<file path="src/rtl/rfbd_pkg.sv">
// Shared types and codes for the ring FIFO with bulk discard.
`timescale 1ns / 1ps

package rfbd_pkg;

  // Request codes carried on req_type
  typedef enum logic [2:0] {
    REQ_PUSH    = 3'd0,
    REQ_PEEK    = 3'd1,
    REQ_POP     = 3'd2,
    REQ_DISCARD = 3'd3,
    REQ_CLEAR   = 3'd4
  } req_t;

  // Status codes reported with every result
  typedef enum logic [1:0] {
    ST_OK    = 2'd0,
    ST_FULL  = 2'd1,
    ST_EMPTY = 2'd2
  } status_t;

  // Controller states
  typedef enum logic {
    FSM_IDLE = 1'b0,
    FSM_POP  = 1'b1
  } fsm_t;

endpackage

</file>
<file path="src/rtl/rfbd_ctrl.sv">
// Request controller: read position, occupancy, pop sequencer and result registers.
`timescale 1ns / 1ps

module rfbd_ctrl
  import rfbd_pkg::*;
#(
  parameter int DEPTH      = 1024,
  parameter int ITEM_WIDTH = 32,
  parameter int MAX_BURST  = 16,
  localparam int AW        = $clog2(DEPTH),
  localparam int CW        = $clog2(DEPTH + 1),
  localparam int MW        = $clog2(MAX_BURST + 1)
) (
  input  logic                  clk,
  input  logic                  rst,
  // request side
  input  logic                  start,
  output logic                  busy,
  input  logic [2:0]            req_type,
  input  logic [ITEM_WIDTH-1:0] push_item,
  input  logic [4:0]            req_count,
  // result side
  output logic                  strobe,
  output logic                  item_valid,
  output logic                  last_of_run,
  output logic [1:0]            status,
  output logic [CW-1:0]         occupancy,
  output logic [MW-1:0]         moved_count,
  // item memory
  output logic                  ram_we,
  output logic [AW-1:0]         ram_waddr,
  output logic [ITEM_WIDTH-1:0] ram_wdata,
  output logic                  ram_re,
  output logic [AW-1:0]         ram_raddr
);

  localparam int SW = AW + 1;
  localparam int KW = (CW > 7) ? CW : 7;

  fsm_t            state, state_next;
  logic [AW-1:0]   rd_pos, rd_pos_next;
  logic [CW-1:0]   item_count, item_count_next;
  logic [AW-1:0]   pop_addr;
  logic [MW-1:0]   pop_left;

  logic            res_strobe;
  logic            res_read;
  logic            res_last;
  status_t         res_status;
  logic [CW-1:0]   res_occ;
  logic [MW-1:0]   res_moved;

  logic            accept;
  logic            is_full;
  logic            is_empty;
  logic [KW-1:0]   want;
  logic [MW-1:0]   take;
  logic [SW-1:0]   wsum;
  logic [SW-1:0]   asum;
  logic [AW-1:0]   adv_pos;
  logic [AW-1:0]   next_addr;
  logic [AW-1:0]   rd_pos_inc;

  assign accept   = start && !busy;
  assign is_full  = (item_count == CW'(DEPTH));
  assign is_empty = (item_count == '0);

  // clip the requested count to the burst limit and the occupancy
  always_comb begin
    want = KW'(req_count);
    if (want > KW'(MAX_BURST)) begin
      want = KW'(MAX_BURST);
    end
    if (want > KW'(item_count)) begin
      want = KW'(item_count);
    end
    take = MW'(want);
  end

  // write slot after the newest item, and the read position after a move
  always_comb begin
    wsum      = SW'(rd_pos) + SW'(item_count);
    ram_waddr = (wsum >= SW'(DEPTH)) ? AW'(wsum - SW'(DEPTH)) : AW'(wsum);
    asum      = SW'(rd_pos) + SW'(take);
    adv_pos   = (asum >= SW'(DEPTH)) ? AW'(asum - SW'(DEPTH)) : AW'(asum);
  end

  // pointer increments with wrap
  assign next_addr  = (pop_addr == AW'(DEPTH - 1)) ? '0 : pop_addr + 1'b1;
  assign rd_pos_inc = (rd_pos == AW'(DEPTH - 1)) ? '0 : rd_pos + 1'b1;

  assign ram_we    = accept && (req_type == REQ_PUSH) && !is_full;
  assign ram_wdata = push_item;

  // position and occupancy update, all applied when the request is taken
  always_comb begin
    rd_pos_next     = rd_pos;
    item_count_next = item_count;
    if (accept) begin
      unique case (req_type)
        REQ_PUSH: begin
          if (!is_full) begin
            item_count_next = item_count + 1'b1;
          end
        end
        REQ_POP, REQ_DISCARD: begin
          rd_pos_next     = adv_pos;
          item_count_next = item_count - CW'(take);
        end
        REQ_CLEAR: begin
          rd_pos_next     = '0;
          item_count_next = '0;
        end
        default: begin
        end
      endcase
    end
  end

  // next state
  always_comb begin
    state_next = state;
    unique case (state)
      FSM_IDLE: begin
        if (accept && (req_type == REQ_POP) && (take > MW'(1))) begin
          state_next = FSM_POP;
        end
      end
      FSM_POP: begin
        if (pop_left == MW'(1)) begin
          state_next = FSM_IDLE;
        end
      end
      default: state_next = FSM_IDLE;
    endcase
  end

  // state outputs: handshake and memory read port
  always_comb begin
    busy      = 1'b0;
    ram_re    = 1'b0;
    ram_raddr = rd_pos;
    unique case (state)
      FSM_IDLE: begin
        ram_re = accept &&
                 (((req_type == REQ_PEEK) && !is_empty) ||
                  ((req_type == REQ_POP) && (take != '0)));
      end
      FSM_POP: begin
        busy      = 1'b1;
        ram_re    = 1'b1;
        ram_raddr = pop_addr;
      end
      default: begin
      end
    endcase
  end

  // control registers
  always_ff @(posedge clk) begin
    if (rst) begin
      state      <= FSM_IDLE;
      rd_pos     <= '0;
      item_count <= '0;
      res_strobe <= 1'b0;
    end else begin
      state      <= state_next;
      rd_pos     <= rd_pos_next;
      item_count <= item_count_next;
      res_strobe <= accept || (state == FSM_POP);
    end
  end

  // result beat and pop sequencer
  always_ff @(posedge clk) begin
    if (accept) begin
      res_occ    <= item_count_next;
      res_read   <= 1'b0;
      res_last   <= 1'b1;
      res_status <= ST_OK;
      res_moved  <= '0;
      pop_addr   <= rd_pos_inc;
      pop_left   <= take - 1'b1;
      unique case (req_type)
        REQ_PUSH: begin
          if (is_full) begin
            res_status <= ST_FULL;
          end
        end
        REQ_PEEK: begin
          res_read   <= !is_empty;
          res_status <= is_empty ? ST_EMPTY : ST_OK;
        end
        REQ_POP: begin
          res_status <= is_empty ? ST_EMPTY : ST_OK;
          res_moved  <= take;
          res_read   <= (take != '0);
          res_last   <= (take <= MW'(1));
        end
        REQ_DISCARD: begin
          res_status <= is_empty ? ST_EMPTY : ST_OK;
          res_moved  <= take;
        end
        default: begin
        end
      endcase
    end else if (state == FSM_POP) begin
      // one more popped item; occupancy and count stay as reported
      res_read <= 1'b1;
      res_last <= (pop_left == MW'(1));
      pop_left <= pop_left - 1'b1;
      pop_addr <= next_addr;
    end
  end

  assign strobe      = res_strobe;
  assign item_valid  = res_strobe && res_read;
  assign last_of_run = res_last;
  assign status      = res_status;
  assign occupancy   = res_occ;
  assign moved_count = res_moved;

endmodule

</file>
<file path="config.mk">
export PLATFORM = sky130hd
export DESIGN_NAME = rfbd_ctrl
export DESIGN_NICKNAME = d
export VERILOG_FILES = /design/src/rtl/rfbd_pkg.sv /design/src/rtl/rfbd_ctrl.sv
export SDC_FILE = /design/constraint.sdc
export NUM_CORES = 1
export LEC_CHECK = 0
export ABC_CLOCK_PERIOD_IN_PS = 7950
export BUFFER_PORTS_ARGS = -buffer_cell sky130_fd_sc_hd__buf_4
export CORE_UTILIZATION = 40
export DETAILED_ROUTE_END_ITERATION = 8
export GPL_TIMING_DRIVEN = 0
export HOLD_SLACK_MARGIN = 0.1
export SLEW_MARGIN = 20
export SYNTH_ARGS = -nofsm -noshare
export SYNTH_HDL_FRONTEND = slang
export SYNTH_SLANG_ARGS = --single-unit
</file>
<file path="constraint.sdc">
create_clock -name clk -period 7.95 [get_ports clk]
set_clock_uncertainty 0.1 [all_clocks]
set_input_delay 0 -clock clk [delete_from_list [all_inputs] [get_ports clk]]
set_output_delay 0 -clock clk [all_outputs]
set_load 0.05 [all_outputs]
</file>
==> out/results.ini, run 1 <==
[cts]
post-cts-setup-buffers=0
cts_tree=done
clock_sinks=58
clk_pin_slew_ns=0.06
clock-root-buffer=clkbuf_16
clock_latency_ns=0.34
cts_resized=0
cts_buffer_depth=2
cts_htree_levels=3
numCtsBuffers=9

[floorplanning]
ios=119
die-width_um=111
core_area_um2=11600
dieArea_um2=12400
dieHeight_um=111
start_util=0.414
num_rows=39

[setup_path]
worst_setup_path_end_kind=register
crit_fanout=10
worstPathRequired_ns=7.92
worstPathArrival_ns=5.20
worstSetupPathType=register to register
worstSetupStartpointType=register

[route]
drt-pass1-iter-count=7
drc_errors=7
drt_first_iter_violations=309
postRouteAntennaNets=0
wl_mm=13.6
routedWlPerCell_um=17.0
via_per_inst=5.62
num_vias=4494

[placed_design]
place_hpwl_mm=10.4
place_inst=780
gp_congestion=0.896
io_buffers=85

[timing]
hold_viol_final=0
slew_headroom=0.569
finalMaxSlewViolations=0
worst_slew_pin_slew_ns=0.640
final.period_utilization=0.658
rsz0062_at_grt=no
fmax_ghz=0.191
finalSetupTns_ns=0
fin_crit_ns=5.23
finalSetupViolCount=0

[global_route]
grt_max_degree=28
grt_pass1_wl_mm=21.5
antenna_found_initial=0
track_usage=0.221
overflow=0
grt_pass1_vias=4158

[logic_synthesis]
yosys_warnings=0
synth_edf_count=35
synth_cells=552
synth_nets=626
synth_cell_types=77
synth_area_um2=4790
synth_seq_cells=58
yosysSeqAreaShare=0.315
synth_flop_cell=edfxtp_1
syn_avg_cell_area_um2=8.68
async_reset_ff_frac=0

[pwr]
powerDensity_nw_per_um2=207
peakVddDrop_v=0.000105
leakage_nw=2.65

[finish]
diodes=0
stdcell_count=799
drive_gt1_frac=0.253
final_nets=725
syn_to_final_growth_pct=24.9
num-fill-cells=1090

[job]
max-cap-violations=0

[run_status]
violations=DRC
outcome=finished, violations left

[hold_path]
hp-class=primary input to register

[critical path: stages (launching register included)]
cell	delay [ns]
dfxtp_1	0.45
buf_1	0.47
inv_1	0.28
ha_1	0.34
and3_1	0.18
o21a_1	0.16
o211ai_2	0.19
buf_6	0.20
mux2_2	0.43
inv_1	0.14
ha_1	0.26
or3b_2	0.48
o31ai_1	0.11
nor3_1	0.09
o21ai_0	0.53
nand3b_1	0.23
mux2i_1	0.22
o21ai_0	0.10
[placed cells by master, fill, tap and decap left out, drive strengths merged, types with 12 or more instances in the layout]
cell type,netlist,routed
a21oi,31,31
ha,29,29
xnor2,21,21
buf,39,124
nand2,45,45
nor2,37,37
nand3,29,29
clkbuf,16,28
dfxtp,23,23
nor3,12,12
inv,32,32
o21ai,24,24
edfxtp,35,35
xor2,18,18
[power breakdown]
part	leakage (nW)	internal [mW]	total, mW	switching, mW
Combinational	1.94	0.145	0.409	0.264
Clock	0.167	0.315	0.457	0.142
Sequential	0.540	0.352	0.375	0.0228
[through the flow]
| step | cell area, um2 | setup WS, ns | total power, mW | hold WS, ns | util |
|---|---|---|---|---|---|
| 2_1_floorplan | 4790 | 3.82 | 0.675 | 0.0671 | - |
| 6_report | 5990 | 2.72 | 1.24 | 0.124 | 0.518 |
| 3_5_place_dp | 5610 | 2.82 | 0.782 | 0.154 | 0.485 |
| 5_1_grt | 5990 | 2.42 | 1.28 | 0.156 | 0.518 |
| 3_3_place_gp | 5610 | 2.81 | 0.776 | 0.155 | 0.485 |
| 4_1_cts | 5990 | 2.80 | 1.24 | 0.128 | 0.518 |
[sequential cells by signal, indices dropped and copies added (netlist names)]
| signal | count |
|---|---|
| pop_left | 5 |
| occupancy | 11 |
| item_count | 11 |
| status | 2 |
| res_read | 1 |
| last_of_run | 1 |
| rd_pos | 10 |
| state | 1 |
| pop_addr | 10 |
| strobe | 1 |
| moved_count | 5 |
[path summary, 6_finish.rpt]
| path | start | to | slack (ns) | cells after the start |
|---|---|---|---|---|
| worst min-delay path | req_type[1] | status[1]$_DFFE_PP_ | 0.12 | 3 |
| worst min register to register | rd_pos[4]$_SDFFE_PP0P_ | rd_pos[4]$_SDFFE_PP0P_ | 0.53 | 1 |
| worst max-delay path | item_count[2]$_SDFF_PP0_ | occupancy[5]$_DFFE_PP_ | 2.72 | 17 |
| worst max register to register | item_count[2]$_SDFF_PP0_ | occupancy[5]$_DFFE_PP_ | 2.72 | 17 |
[Yosys cell counts, types with 4 or more instances]
| cell type | count | share of area |
|---|---|---|
| nand2_1 | 45 | 0.035 |
| nor2_1 | 37 | 0.029 |
| edfxtp_1 | 35 | 0.22 |
| buf_4 | 33 | 0.052 |
| a21oi_1 | 31 | 0.032 |
| ha_1 | 29 | 0.076 |
| inv_1 | 29 | 0.023 |
| nand3_1 | 29 | 0.030 |
| dfxtp_1 | 23 | 0.096 |
| o21ai_0 | 23 | 0.024 |
| xnor2_1 | 21 | 0.038 |
| xor2_1 | 18 | 0.033 |
| clkbuf_1 | 15 | 0.012 |
| nor3_1 | 11 | 0.011 |
| nand2b_1 | 10 | 0.013 |
| o22ai_1 | 9 | 0.012 |
| and2_1 | 8 | 0.010 |
| and3_1 | 8 | 0.010 |
| mux2_2 | 8 | 0.019 |
| mux2i_1 | 7 | 0.015 |
| a21o_1 | 6 | 0.0094 |
| a31oi_1 | 6 | 0.0078 |
| nor2b_1 | 6 | 0.0078 |
| o21bai_1 | 5 | 0.0078 |
| or2_2 | 5 | 0.0065 |
| or3_1 | 5 | 0.0065 |
| a22oi_1 | 4 | 0.0063 |
| nor3b_1 | 4 | 0.0063 |
| o211ai_1 | 4 | 0.0063 |
| or4_1 | 4 | 0.0063 |
[logic make-up (layout without fill, tap and decap cells)]
group / count (synthesis) / after routing / share of synthesized area
simple gates: 186 / 186 / 0.198
compound gates: 131 / 131 / 0.186
buf+inv: 88 / 192 / 0.0974
flops: 58 / 58 / 0.315
xor+xnor: 39 / 39 / 0.0713
fa+ha+maj: 32 / 32 / 0.0861
mux: 18 / 18 / 0.0457
[routing by layer]
layer	vias up	share of wire	global-route usage	wire length, um
met5	-	0	0	0
met4	0	0.021	0.0793	279
met3	26	0.057	0.0289	772
met2	189	0.46	0.364	6300
met1	2113	0.46	0.296	6200
li1	2166	-	-	-
[area by class of cell]
cell class              count  area [um2]  area share
multi-input cells         406        2820       0.470
flip-flops and latches     58        1510       0.253
inverters                  33         124      0.0207
plain buffers              55         343      0.0573
clock inverters             4        98.8      0.0165
well taps                 143         179      0.0299
repair buffers             88         668       0.112
clock buffers              12         246      0.0412
[repair_timing]
| item | 4_1_cts | 5_1_grt |
|---|---|---|
| hold buffers | 3 | 0 |
| hold endpoints to repair | 4 | 0 |
| endpoints found under the setup margin | 0 | 0 |
(Power assumes the default switching activity.)
==> run 2, diff against run 1 <==
--- a/config.mk
+++ b/config.mk
@@ -5,12 +5,13 @@
 export SDC_FILE = /design/constraint.sdc
 export NUM_CORES = 1
 export LEC_CHECK = 0
-export ABC_CLOCK_PERIOD_IN_PS = 7950
+export ABC_CLOCK_PERIOD_IN_PS = 4530
 export BUFFER_PORTS_ARGS = -buffer_cell sky130_fd_sc_hd__buf_4
 export CORE_UTILIZATION = 40
 export DETAILED_ROUTE_END_ITERATION = 8
 export GPL_TIMING_DRIVEN = 0
 export HOLD_SLACK_MARGIN = 0.1
+export PLACE_DENSITY = 0.65
 export SLEW_MARGIN = 20
 export SYNTH_ARGS = -nofsm -noshare
 export SYNTH_HDL_FRONTEND = slang
==> constraint.sdc (replaced) <==
create_clock -name clk -period 4.53 [get_ports clk]
set_clock_uncertainty 0.1 [all_clocks]
set_input_delay 0 -clock clk [delete_from_list [all_inputs] [get_ports clk]]
set_output_delay 0 -clock clk [all_outputs]
set_load 0.05 [all_outputs]
==> run 2 against run 1 <==
Effect of this change: the run still ends with DRC left; utilization increased by 0.82 points; cell count increased by 0.50%; routed wire length decreased by 1.7%; register-to-register slack got worse by 2.5 ns; critical path depth unchanged; non-clock buffer count increased by 4; clock power increased by 83%; critical endpoint unchanged; largest power group unchanged.
==> out/results.ini, run 2 (synthesis gave the netlist of run 1 again) <==
[run_status]
outcome=finished, violations left
violations=DRC

[finish]
final_common_cell=buf_4
final_nets=729  ; +0.55%
layout_common_cells=buf_4, nand2_1, nor2_1
diodes=0  ; unchanged
syn_to_final_growth_pct=26.9
num-fill-cells=1073  ; -1.6%
drive_gt1_frac=0.274  ; +0.0212

[route]
wl_mm=13.3  ; -1.7%
drt_first_iter_violations=434  ; +40%
drt-pass1-iter-count=9  ; +2
num_vias=4456  ; -0.85%
drc_errors=3  ; -4
via_per_inst=5.55  ; -1.3%
postRouteAntennaNets=0  ; unchanged
routedWlPerCell_um=16.6  ; -2.2%

[setup_path]
rr_worst_depth=17  ; unchanged
r2r-start=item_count[1]$_SDFF_PP0_
regToRegSetupSlack_ns=0.20  ; -2.52 ns
worstPathRequired_ns=4.49  ; -3.43 ns
crit_fanout=10  ; unchanged
startpoint=item_count[1]$_SDFF_PP0_
rr_endpoint=occupancy[5]$_DFFE_PP_
worst_setup_path_end_kind=register
worstSetupPathType=register to register
worstSetupStartpointType=register
worstPathArrival_ns=4.29  ; -0.91 ns

[timing]
fmax_ghz=0.231  ; +21%
finalMaxSlewViolations=0  ; unchanged
slew_headroom=0.507  ; -0.0622
finalSetupTns_ns=0  ; unchanged
rsz0062_at_grt=no
finalSetupViolCount=0  ; unchanged
hold_viol_final=0  ; unchanged
worst_slew_pin_slew_ns=0.719  ; +0.0795 ns
final.period_utilization=0.956  ; +0.297
fin_crit_ns=4.33  ; -0.905 ns

[global_route]
grt_pass1_vias=4160  ; +0.048%
overflow=0  ; unchanged
antenna_found_initial=0  ; unchanged
grt_max_degree=28  ; unchanged
track_usage=0.213  ; -0.00744
grt_pass1_wl_mm=20.6  ; -4.2%

[pwr]
finalPower_mw=2.22  ; +79%
leakage_nw=2.69  ; +1.6%
peakVddDrop_v=0.000184  ; +75%
powerDensity_nw_per_um2=364  ; +76%

[floorplanning]
start_util=0.414  ; unchanged
dieHeight_um=111  ; unchanged
core_area_um2=11600  ; unchanged
die-width_um=111  ; unchanged
ios=119  ; unchanged
dieArea_um2=12400  ; unchanged
num_rows=39  ; unchanged

[cts]
cts_tree=done
cts_htree_levels=3  ; unchanged
clock_sinks=58  ; unchanged
clock-root-buffer=clkbuf_16
clock_latency_ns=0.34  ; about the same
numCtsBuffers=9  ; unchanged
cts_buffer_depth=2  ; unchanged
clk_pin_slew_ns=0.05  ; about the same

[placed_design]
gp_congestion=0.914  ; +2.0%
place_hpwl_mm=10.3  ; -0.90%
io_buffers=85  ; unchanged

[hold_path]
hold_depth=2  ; -1
hold_path.startpoint=push_item[26]
hp-class=primary input to output port
min_to=ram_wdata[26]

[job]
max-cap-violations=0  ; unchanged

==> run 2: layout make-up <==
class	instances	area (um2)	share of cell area
multi-input combinational	406	2850	0.469
tap	143	179	0.0294
clock buffer	10	229	0.0377
clock inverter	6	129	0.0212
inverter	33	131	0.0216
timing repair buffer	92	698	0.115
sequential	58	1510	0.249
buffer	55	352	0.0578
==> run 2: power by group <==
| group | total (mW) | leakage (nW) | internal (mW) | switching [mW] |
|---|---|---|---|---|
| Sequential | 0.658 | 0.541 | 0.618 | 0.0397 |
| Clock | 0.836 | 0.174 | 0.590 | 0.246 |
| Combinational | 0.722 | 1.98 | 0.262 | 0.460 |
==> run 2: routing by layer <==
layer  wire length (um)  vias to the layer above  track usage
met5                  0                        -            0
met4                454                        0        0.104
met3                771                       27       0.0430
met2               6150                      180        0.350
met1               5940                     2070        0.268
li1                   -                     2179            -
==> run 2: per-stage QoR <==
step	cell area, um2	utilization	instances	hold WS, ns	setup WS (ns)
3_3_place_gp	5610	0.485	780	0.155	-0.560
3_5_place_dp	5610	0.485	780	0.155	-0.530
2_1_floorplan	4790	-	552	0.0671	0.401
5_1_grt	6080	0.526	803	0.155	0.0103
4_1_cts	6020	0.521	799	0.124	0.00489
6_report	6080	0.526	803	0.154	0.201
==> run 2: timing repair <==
item	4_1_cts	5_1_grt
hold buffers	3	0
gates cloned	0	0
pin swaps	0	1
resized for setup	8	13
hold endpoints to repair	5	0
setup endpoints to repair	17	15
setup buffers	0	4
==> run 2: worst max path at each step <==
stage / to / slack (ns) / cells past startpoint
6_report: occupancy[5]$_DFFE_PP_ / 0.20 / 17
3_3_place_gp: occupancy[5]$_DFFE_PP_ / -0.56 / 17
2_1_floorplan: occupancy[5]$_DFFE_PP_ / 0.40 / 17
4_1_cts: rd_pos[4]$_SDFFE_PP0P_ / 0.005 / 18
5_1_grt: occupancy[5]$_DFFE_PP_ / 0.01 / 17
3_5_place_dp: occupancy[5]$_DFFE_PP_ / -0.53 / 17
==> run 2: critical path, stage by stage (launching register included) <==
cell and delay, ns:
dfxtp_2 0.38, buf_4 0.19, inv_1 0.14, ha_1 0.33, nor2b_1 0.13, o21a_1 0.22
o211ai_2 0.18, buf_6 0.20, mux2_4 0.36, inv_1 0.13, ha_2 0.23, or3b_2 0.46
o31ai_1 0.11, nor3_1 0.12, o21ai_2 0.25, nand3b_1 0.17, mux2i_1 0.20, o21ai_0 0.11
==> run 3, diff against run 2 <==
--- a/config.mk
+++ b/config.mk
@@ -7,9 +7,9 @@
 export LEC_CHECK = 0
 export ABC_CLOCK_PERIOD_IN_PS = 4530
 export BUFFER_PORTS_ARGS = -buffer_cell sky130_fd_sc_hd__buf_4
+export CORE_MARGIN = 2
 export CORE_UTILIZATION = 40
 export DETAILED_ROUTE_END_ITERATION = 8
-export GPL_TIMING_DRIVEN = 0
 export HOLD_SLACK_MARGIN = 0.1
 export PLACE_DENSITY = 0.65
 export SLEW_MARGIN = 20
==> run 3 against run 2 <==
Effect of this change: the flow now finishes without violations; sequential power hardly changed; worst setup slack better by 0.24 ns; fmax is 5.9% higher; utilization is 2.7 points lower; cell count is 5.7% lower; power is 8.0% lower; die area is 3.6% higher; routed wire length is 0.77% lower; critical endpoint is now rd_pos[4]$_SDFFE_PP0P_; highest routed layer unchanged.
==> out/results.ini, run 3 (synthesis gave the netlist of run 1 again) <==
[run_status]
outcome=finished, final reports clean

[hold_path]
min_to=status[1]$_DFFE_PP_
hold_path.startpoint=req_type[1]
hold_depth=3  ; +1
hp-class=primary input to register

[finish]
syn_to_final_growth_pct=20.5
layout_common_cells=buf_4, nand2_1, nor2_1
diodes=0  ; unchanged
stdcell_count=757  ; -5.7%
fin_area_um2=5770  ; -5.0%
drive_gt1_frac=0.176  ; -0.0983
final_common_cell=buf_4
final_nets=683  ; -6.3%

[setup_path]
crit_family=compound AO/OA/AOI/OAI gates
worst_path_max_delay_cell=a2111oi_0
worstSetupPathType=register to register
rr_endpoint=rd_pos[4]$_SDFFE_PP0P_
rr_worst_depth=16  ; -1
crit_buf_inv=3  ; -1
crit_chain=inv_1, ha_1, nor2b_1, o21a_1, o211ai_2, buf_4, mux2i_2, inv_2, fa_1, a21oi_1, nor2_1, o2111ai_1, o311ai_0, and4_1, a2111oi_0, a31o_1
worstPathArrival_ns=4.26  ; -0.03 ns
worstSetupStartpointType=register
regToRegSetupSlack_ns=0.44  ; +0.24 ns
worst_setup_path_end_kind=register
r2r-start=item_count[1]$_SDFF_PP0_
cpPeakStageDelay_ns=0.47  ; about the same
worstPathRequired_ns=4.71  ; +0.22 ns
crit_fanout=10  ; unchanged

[route]
postRouteAntennaNets=0  ; unchanged
num_vias=4359  ; -2.2%
wl_mm=13.2  ; -0.77%
routedWlPerCell_um=17.5  ; +5.3%
drc_errors=0  ; -3
via_per_inst=5.76  ; +3.8%
drt-pass1-iter-count=4  ; -5
drt_first_iter_violations=414  ; -4.6%

[floorplanning]
start_util=0.414  ; unchanged
die-width_um=113  ; +1.8%
num_rows=39  ; unchanged
core_area_um2=11600  ; unchanged
dieArea_um2=12900  ; +3.6%
dieHeight_um=113  ; +1.8%
ios=119  ; unchanged

[timing]
finalSetupViolCount=0  ; unchanged
finalMaxSlewViolations=0  ; unchanged
worst_slew_pin_slew_ns=0.651  ; -0.0688 ns
fin_crit_ns=4.09  ; -0.241 ns
fmax_ghz=0.245  ; +5.9%
final.period_utilization=0.902  ; -0.0532
hold_viol_final=0  ; unchanged
rsz0062_at_grt=no
whs_ns=0.151  ; -0.00252 ns
finalSetupTns_ns=0  ; unchanged
slew_headroom=0.566  ; +0.0590

[cts]
numCtsBuffers=9  ; unchanged
cts_tree=done
clock_sinks=58  ; unchanged
clock_latency_ns=0.33  ; about the same
cts_resized=0  ; -8
clock-root-buffer=clkbuf_16
cts-hold-fix-buffers=35  ; +32
cts_htree_levels=3  ; unchanged
clk_pin_slew_ns=0.05  ; about the same
cts_buffer_depth=2  ; unchanged
post-cts-setup-buffers=0  ; unchanged

[placed_design]
placed_cell_area_um2=5120  ; -8.7%
gp_congestion=0.896  ; -2.0%
io_buffers=54  ; -36%
place_hpwl_mm=9.74  ; -5.5%
place_inst=706  ; -9.5%

[global_route]
grt_max_degree=28  ; unchanged
overflow=0  ; unchanged
track_usage=0.208  ; -0.00495
grt_pass1_wl_mm=21.2  ; +2.8%
antenna_found_initial=0  ; unchanged
grt_pass1_vias=4132  ; -0.67%

[pwr]
peakVddDrop_v=0.000182  ; -0.96%
powerDensity_nw_per_um2=353  ; -3.1%
leakage_nw=2.47  ; -8.4%

[job]
max-cap-violations=0  ; unchanged

## run 3: per-stage QoR
| stage | setup WS (ns) | util | total power [mW] |
|---|---|---|---|
| global placement | 0.569 | 0.443 | 1.27 |
| global route | 0.113 | 0.499 | 2.13 |
| detailed placement | 0.494 | 0.443 | 1.27 |
| floorplan | 0.401 | - | 1.18 |
| finish | 0.442 | 0.499 | 2.04 |
| CTS | 0.511 | 0.499 | 2.04 |
## run 3: worst min-delay path: cells and delay by family
kind	cells	cell delay, ns
buf+inv	1	0.11
simple gates	2	0.30
## run 3: power breakdown
group	switching, mW	internal (mW)
combinational	0.451	0.243
clock	0.233	0.453
sequential	0.0425	0.618
## run 3: final cells by class
class	count	area, um2
clock buffer	13	260
clock inverter	3	38.8
fill	1080	5790
inverter	33	124
multi-input combinational	406	2820
sequential	58	1510
tap	143	179
timing repair buffer	101	846
## run 3: how the worst max path moves through the flow
stage	from	cells after the start	slack, ns	end
5_1_grt	item_count[1]$_SDFF_PP0_	16	0.11	rd_pos[4]$_SDFFE_PP0P_
3_3_place_gp	req_count[4]	17	0.57	rd_pos[4]$_SDFFE_PP0P_
6_report	item_count[1]$_SDFF_PP0_	16	0.44	rd_pos[4]$_SDFFE_PP0P_
3_5_place_dp	req_count[4]	16	0.49	occupancy[5]$_DFFE_PP_
4_1_cts	item_count[1]$_SDFF_PP0_	15	0.51	occupancy[5]$_DFFE_PP_
2_1_floorplan	item_count[2]$_SDFF_PP0_	17	0.40	occupancy[5]$_DFFE_PP_
## run 3: layer usage
layer  part of all wire  vias up  global-route usage  routed length, um
met3              0.065       26              0.0372                863
met5                  0        -                   0                  0
li1                   -     2086                   -                  -
met4              0.023        0              0.0732                304
met1               0.44     2038               0.280               5810
met2               0.47      209               0.339               6240
